--- src/hw/rtl/lpfr_pkg.sv ---
// Package for the length-prefixed frame receiver.
// Sizes, phase and result codes, and the result bundle; no dependencies.
package lpfr_pkg;

	localparam int BUFFER_SIZE = 1024;
	localparam int HEADER_AND_CSUM = 9;
	localparam logic [31:0] LEN_LIMIT = 32'(BUFFER_SIZE - HEADER_AND_CSUM);
	localparam int CNT_W = $clog2(BUFFER_SIZE);
	localparam int OUT_W = 10;

	typedef enum logic [3:0] {
		PH_HUNT = 4'b0001,
		PH_LEN  = 4'b0010,
		PH_DATA = 4'b0100,
		PH_CSUM = 4'b1000
	} phase_t;

	typedef enum logic [1:0] {
		KIND_PAYLOAD = 2'd0,
		KIND_DONE    = 2'd1,
		KIND_DROP    = 2'd2
	} kind_t;

	typedef struct packed {
		logic             valid;
		kind_t            kind;
		logic [7:0]       data;
		logic [OUT_W-1:0] offset;
		logic [OUT_W-1:0] length;
	} lpfr_result_t;

endpackage

--- src/hw/rtl/lpfr_parser.sv ---
// Frame phase machine: hunt, length gather, payload pass-through, checksum skip.
// Uses lpfr_pkg; the result is combinational on the byte being transferred.
module lpfr_parser import lpfr_pkg::*; (
	input  logic         clk,
	input  logic         arst_n,
	input  logic         take,
	input  logic [7:0]   rx_byte,
	input  logic [7:0]   start_byte,
	output lpfr_result_t res
);

	phase_t            phase_q;
	logic [CNT_W-1:0]  cnt_q;
	logic [31:0]       len_q;

	phase_t            phase_d;
	logic [CNT_W-1:0]  cnt_d;
	logic [31:0]       len_d;
	logic [CNT_W-1:0]  cnt_inc;
	logic [31:0]       len_gather;
	logic [31:0]       cnt_ext;

	assign cnt_inc    = cnt_q + 1'b1;
	assign len_gather = len_q | ({24'd0, rx_byte} << {cnt_q[1:0], 3'b000});
	assign cnt_ext    = 32'(cnt_q);

	always_comb begin
		phase_d = phase_q;
		cnt_d   = cnt_q;
		len_d   = len_q;
		res     = '0;
		res.kind = KIND_PAYLOAD;
		case (phase_q)
			PH_HUNT: begin
				if (rx_byte == start_byte) begin
					phase_d = PH_LEN;
					cnt_d   = '0;
					len_d   = '0;
				end
			end
			PH_LEN: begin
				len_d = len_gather;
				cnt_d = cnt_inc;
				if (cnt_q[1:0] == 2'd3) begin
					cnt_d = '0;
					if (len_gather > LEN_LIMIT) begin
						// oversize: drop and go back to hunting
						phase_d   = PH_HUNT;
						len_d     = '0;
						res.valid = 1'b1;
						res.kind  = KIND_DROP;
					end else if (len_gather == 32'd0) begin
						phase_d = PH_CSUM;
					end else begin
						phase_d = PH_DATA;
					end
				end
			end
			PH_DATA: begin
				res.valid  = 1'b1;
				res.kind   = KIND_PAYLOAD;
				res.data   = rx_byte;
				res.offset = cnt_ext[OUT_W-1:0];
				cnt_d      = cnt_inc;
				if (cnt_inc == len_q[CNT_W-1:0]) begin
					phase_d = PH_CSUM;
					cnt_d   = '0;
				end
			end
			PH_CSUM: begin
				cnt_d = cnt_inc;
				if (cnt_q[1:0] == 2'd3) begin
					res.valid  = 1'b1;
					res.kind   = KIND_DONE;
					res.length = len_q[OUT_W-1:0];
					phase_d    = PH_HUNT;
					cnt_d      = '0;
					len_d      = '0;
				end
			end
			default: begin
				phase_d = PH_HUNT;
				cnt_d   = '0;
				len_d   = '0;
			end
		endcase
	end

	always_ff @(posedge clk or negedge arst_n) begin
		if (!arst_n) begin
			phase_q <= PH_HUNT;
			cnt_q   <= '0;
			len_q   <= '0;
		end else if (take) begin
			phase_q <= phase_d;
			cnt_q   <= cnt_d;
			len_q   <= len_d;
		end
	end

endmodule

--- src/hw/rtl/length_prefixed_frame_receiver_top.sv ---
// Top level of the length-prefixed frame receiver: config register, phase
// machine (lpfr_parser) and the result register. Uses lpfr_pkg.
//
//  channel  direction  handshake              payload
//  in       sink       in_valid / in_ready    rx_byte
//  out      source     out_valid / out_ready  result_kind, payload_byte,
//                                             payload_offset, frame_length
//  cfg      sink       cfg_valid / cfg_ready  cfg_data (start byte)
//
// One byte per cycle while in_ready is high: the phase machine updates on the
// input transfer and its result is loaded into the output register by that same transfer.
// in_ready is high whenever the output register is empty or being drained, so
// a stalled consumer stalls the input only while a result is held.
// cfg_ready is always high. Reset clears phase, counters, start byte (to 0)
// and the output valid; no clearing pass.
module length_prefixed_frame_receiver_top import lpfr_pkg::*; (
	input  logic             clk,
	input  logic             arst_n,
	input  logic             in_valid,
	output logic             in_ready,
	input  logic [7:0]       rx_byte,
	output logic             out_valid,
	input  logic             out_ready,
	output logic [1:0]       result_kind,
	output logic [7:0]       payload_byte,
	output logic [OUT_W-1:0] payload_offset,
	output logic [OUT_W-1:0] frame_length,
	input  logic             cfg_valid,
	output logic             cfg_ready,
	input  logic [7:0]       cfg_data
);

	logic [7:0]   start_byte_q;
	logic         out_valid_q;
	lpfr_result_t res;
	lpfr_result_t res_q;
	logic         take;

	assign cfg_ready = 1'b1;
	assign in_ready  = !out_valid_q || out_ready;
	assign take      = in_valid && in_ready;

	always_ff @(posedge clk or negedge arst_n) begin
		if (!arst_n) begin
			start_byte_q <= '0;
		end else if (cfg_valid) begin
			start_byte_q <= cfg_data;
		end
	end

	lpfr_parser u_parser (
		.clk        (clk),
		.arst_n     (arst_n),
		.take       (take),
		.rx_byte    (rx_byte),
		.start_byte (start_byte_q),
		.res        (res)
	);

	always_ff @(posedge clk or negedge arst_n) begin
		if (!arst_n) begin
			out_valid_q <= 1'b0;
		end else if (take) begin
			out_valid_q <= res.valid;
		end else if (out_ready) begin
			out_valid_q <= 1'b0;
		end
	end

	// payload: load only when a new result is produced
	always_ff @(posedge clk) begin
		if (take && res.valid) begin
			res_q <= res;
		end
	end

	assign out_valid      = out_valid_q;
	assign result_kind    = res_q.kind;
	assign payload_byte   = res_q.data;
	assign payload_offset = res_q.offset;
	assign frame_length   = res_q.length;

endmodule

--- config.mk ---
export PLATFORM = sky130hd
export DESIGN_NAME = length_prefixed_frame_receiver_top
export DESIGN_NICKNAME = d
export VERILOG_FILES = /design/src/hw/rtl/lpfr_pkg.sv /design/src/hw/rtl/lpfr_parser.sv /design/src/hw/rtl/length_prefixed_frame_receiver_top.sv
export SDC_FILE = /design/constraint.sdc
export NUM_CORES = 1
export LEC_CHECK = 0
export BUFFER_PORTS_ARGS = -buffer_cell sky130_fd_sc_hd__buf_2
export CAP_MARGIN = 15
export CELL_PAD_IN_SITES_DETAIL_PLACEMENT = 1
export CELL_PAD_IN_SITES_GLOBAL_PLACEMENT = 2
export CORE_AREA = 2 2 109 111
export CTS_CLUSTER_DIAMETER = 100
export DETAILED_ROUTE_END_ITERATION = 8
export DIE_AREA = 0 0 111 113
export GPL_TIMING_DRIVEN = 1
export PLACE_DENSITY_LB_ADDON = 0.1
export SLEW_MARGIN = 20
export SYNTH_ARGS = -nofsm -noshare
export SYNTH_HDL_FRONTEND = slang
export SYNTH_SLANG_ARGS = --single-unit
--- constraint.sdc ---
create_clock -name clk -period 3 [get_ports clk]
set_input_delay 0 -clock clk [delete_from_list [all_inputs] [get_ports clk]]
set_output_delay 0 -clock clk [all_outputs]
set_load 0.1 [all_outputs]
==> impl_metrics.tcl <==
set metrics [dict create \
    status "finished, final reports clean" \
    final_cells 603 \
    dp_cells 577 \
    r2r_setup_slack_ns 0.23 \
    post-route-period-util_pct 92.3 \
    crit_required_ns 3.10 \
    clk-insertion-delay-late_ns 0.35 \
    critPathCaptureType "flop" \
    crit_end "payload_byte[4]$_SDFFCE_PN0P_" \
    stdcell_area_um2 5030 \
    rsz0062_at_grt "false" \
    gp_congestion 0.802 \
    synth_top_area_share_pct 32.8 \
    synthArstFlopShare_pct 64.7 \
    fmax_mhz 361 \
    fin_skew_ns 0.00530 \
    cts_num_sinks 85 \
    track_usage_pct 19.3 \
    clockRootBuffer "clkbuf_16" \
    setup_violations 0 \
    avgViaCountPerCell 5.23 \
    die_h_um 113 \
    synth_area_leader_cell "dfrtp_1" \
    r2r_end "payload_byte[4]$_SDFFCE_PN0P_" \
    leakage_nw 2.16 \
    final_hold_viol_count 0 \
    dp_hpwl_mm 7.92 \
    ys_ff_latch 85 \
    drtIter0Drc 138 \
    start_kind "flop" \
    routed_wl_mm 11.2 \
    placed_area_um2 4610 \
    hold_class "in2reg" \
    wl_met3_um 414 \
    grt_start_max_net_pins 40 \
    tns_ns 0 \
    grt_pass1_vias 3427 \
    yosys_warnings 0 \
    num_rows 39 \
    cellPowerDensity_nw_per_um2 748 \
    cts_buffers 9 \
    worst-path-max-fanout 27 \
    synth.distinct_cells 60 \
    nets 478 \
    num_vias 3154 \
    maxUsedRoutingLayer "met4" \
    cts_max_level 3 \
    clkTransAtPathRegs_ns 0.06 \
    path_class "reg2reg" \
    drive_above_1_share_pct 23.5 \
    tritoncts "built" \
    area_growth_pct 22.1 \
    grt_overflow 0 \
    r2r_cells 7 \
    synthesis.area_um2 4120 \
    fin_crit_ns 2.77 \
    peakVddDrop_uv 321 \
    drc 0 \
    die-area_um2 12500 \
    dr.pass1.iters 4 \
    start_util_pct 36.5 \
    clockBufferDepth 2 \
    wl_met2_mm 5.37 \
    synthTopCellsByArea "dfrtp_1 33%, edfxtp_1 22%, nor2_1 4.5%" \
    synthCells 389 \
    place.port_buffers 52 \
    diodes 0 \
    synth_edf_count 30 \
    syn_nets 412 \
    relSlewSlack_pct 54.2 \
    wl_per_cell_um 18.6 \
    grt_antenna_before_repair 0 \
    crit_path_start "u_parser.len_q[27]$_DFFE_PN0P_" \
    ios 54 \
    wl_met1_mm 5.23 \
    slew_violations 0 \
    postCtsSetupBuffers 0 \
    arrival_ns 2.87 \
    cap_violations 0 \
    die_x_um 111 \
    fill_cells 1254 \
    ant_nets 0 \
    worstMarginPinSlew_ns 0.683 \
    whs_path_depth 3 \
    yosysSeqAreaShare_pct 55.3 \
    avgSynthCellArea_um2 10.6 \
    synth_flop_cell "dfrtp_1" \
    core_um2 11300 \
    grt_pass1_wl_mm 18.8 \
    rr_startpoint "u_parser.len_q[27]$_DFFE_PN0P_" \
]
==> logic make-up (layout without fill, tap and decap cells) <==
group           count (synthesis)  count (layout)  synth area share [%]
buf+inv                        32             103                  3.16
fa+ha+maj                       2               2                 0.607
xor+xnor                       23              23                  4.89
other cells                     1               1                0.0910
flops                          85              85                  55.3
mux                            11              11                  3.04
compound gates                 76              76                  12.3
simple gates                  159             159                  20.6
==> synthesized netlist by cell type, drive strengths merged (9+ instances only) <==
cell / n
dfrtp: 54
nor2: 50
a21oi: 37
edfxtp: 30
and2: 27
clkbuf: 19
nand2: 18
nor4: 16
nand3: 13
xor2: 13
nor3: 11
xnor2: 10
mux2: 9
==> sequential cells by signal (all words and copies together), names as in the netlist <==
name / flops
u_parser.phase_q: 4
frame_length: 10
payload_byte: 8
start_byte_q: 8
u_parser.len_q: 32
result_kind: 2
payload_offset: 10
u_parser.cnt_q: 10
out_valid: 1
==> timing repair <==
item / 4_1_cts / 5_1_grt
gates resized for setup: 0 / 0
hold buffers: 10 / 0
endpoints found under the hold margin: 25 / 0
==> metrics by stage <==
stage | total power [W] | hold slack [ns] | worst slack, ns | util, %
after CTS | 0.00380 | 0.0292 | 0.210 | 44.6
after global placement | 0.00256 | -0.0640 | 0.261 | 40.9
after global routing | 0.00397 | 0.0543 | 0.0663 | 44.6
after detailed placement | 0.00257 | -0.0504 | 0.215 | 40.9
final | 0.00376 | 0.0389 | 0.230 | 44.6
after floorplan | 0.00222 | -0.296 | 0.0769 | -
==> power by group <==
part           switching (W)  leakage (nW)  internal (W)
Clock               0.000463         0.159      0.000743
Combinational       0.000637         0.971      0.000400
Sequential          0.000188          1.03       0.00133
==> worst min-delay path by stage <==
stage	start	end	slack (ns)
final	rx_byte[2]	u_parser.len_q[10]$_DFFE_PN0P_	0.04
after global routing	rx_byte[1]	u_parser.len_q[25]$_DFFE_PN0P_	0.05
after CTS	rx_byte[2]	u_parser.len_q[10]$_DFFE_PN0P_	0.03
after detailed placement	arst_n	u_parser.len_q[29]$_DFFE_PN0P_	-0.05
after global placement	arst_n	u_parser.len_q[30]$_DFFE_PN0P_	-0.06
after floorplan	arst_n	out_valid$_DFFE_PN0P_	-0.30
==> per-layer routing <==
| layer | vias up | track usage, % |
|---|---|---|
| met5 | - | 0 |
| met4 | 0 | 7.17 |
| li1 | 1515 | - |
| met3 | 12 | 3.21 |
| met1 | 1572 | 26.4 |
| met2 | 55 | 31.2 |
==> cells in the final DEF (no fill, tap or decap), types with 2 or more instances in the layout <==
cell / count
o311ai_0: 3
and3b_1: 2
xor2_1: 13
xnor2_1: 10
inv_1: 7
or3_1: 2
nor3_1: 10
o21a_1: 2
clkbuf_16: 10
a22oi_1: 3
mux2i_1: 2
and2_1: 27
a211oi_1: 2
mux2_2: 8
o211ai_1: 4
edfxtp_1: 30
nand2_1: 18
nor2_1: 49
ha_1: 2
nand3b_1: 3
o21ai_0: 5
nor4_1: 14
clkbuf_8: 2
buf_4: 16
nor3b_1: 3
nand2b_1: 3
o21ai_1: 3
clkbuf_1: 2
o31ai_1: 5
buf_2: 52
a21oi_1: 36
dlygate4sd3_1: 10
dfrtp_1: 54
nand3_1: 13
o221ai_1: 2
==> final cells by class <==
| cell class | count | area (um2) | share of cell area (%) |
|---|---|---|---|
| sequential | 85 | 2280 | 45.3 |
| timing repair buffer | 79 | 500 | 9.96 |
| clock buffer | 14 | 285 | 5.67 |
| clock inverter | 2 | 36.3 | 0.722 |
| multi-input combinational | 272 | 1720 | 34.2 |
| tap | 143 | 179 | 3.56 |
| inverter | 8 | 30.0 | 0.597 |
==> critical path: stages, from the launching register on <==
cell	delay, ns
dfrtp_1	0.37
nor4_1	0.40
nand4_1	0.25
a2111oi_2	0.51
a211oi_1	0.19
o31ai_1	0.45
inv_2	0.14
buf_12	0.20
Power figures use the tool's default switching activity.
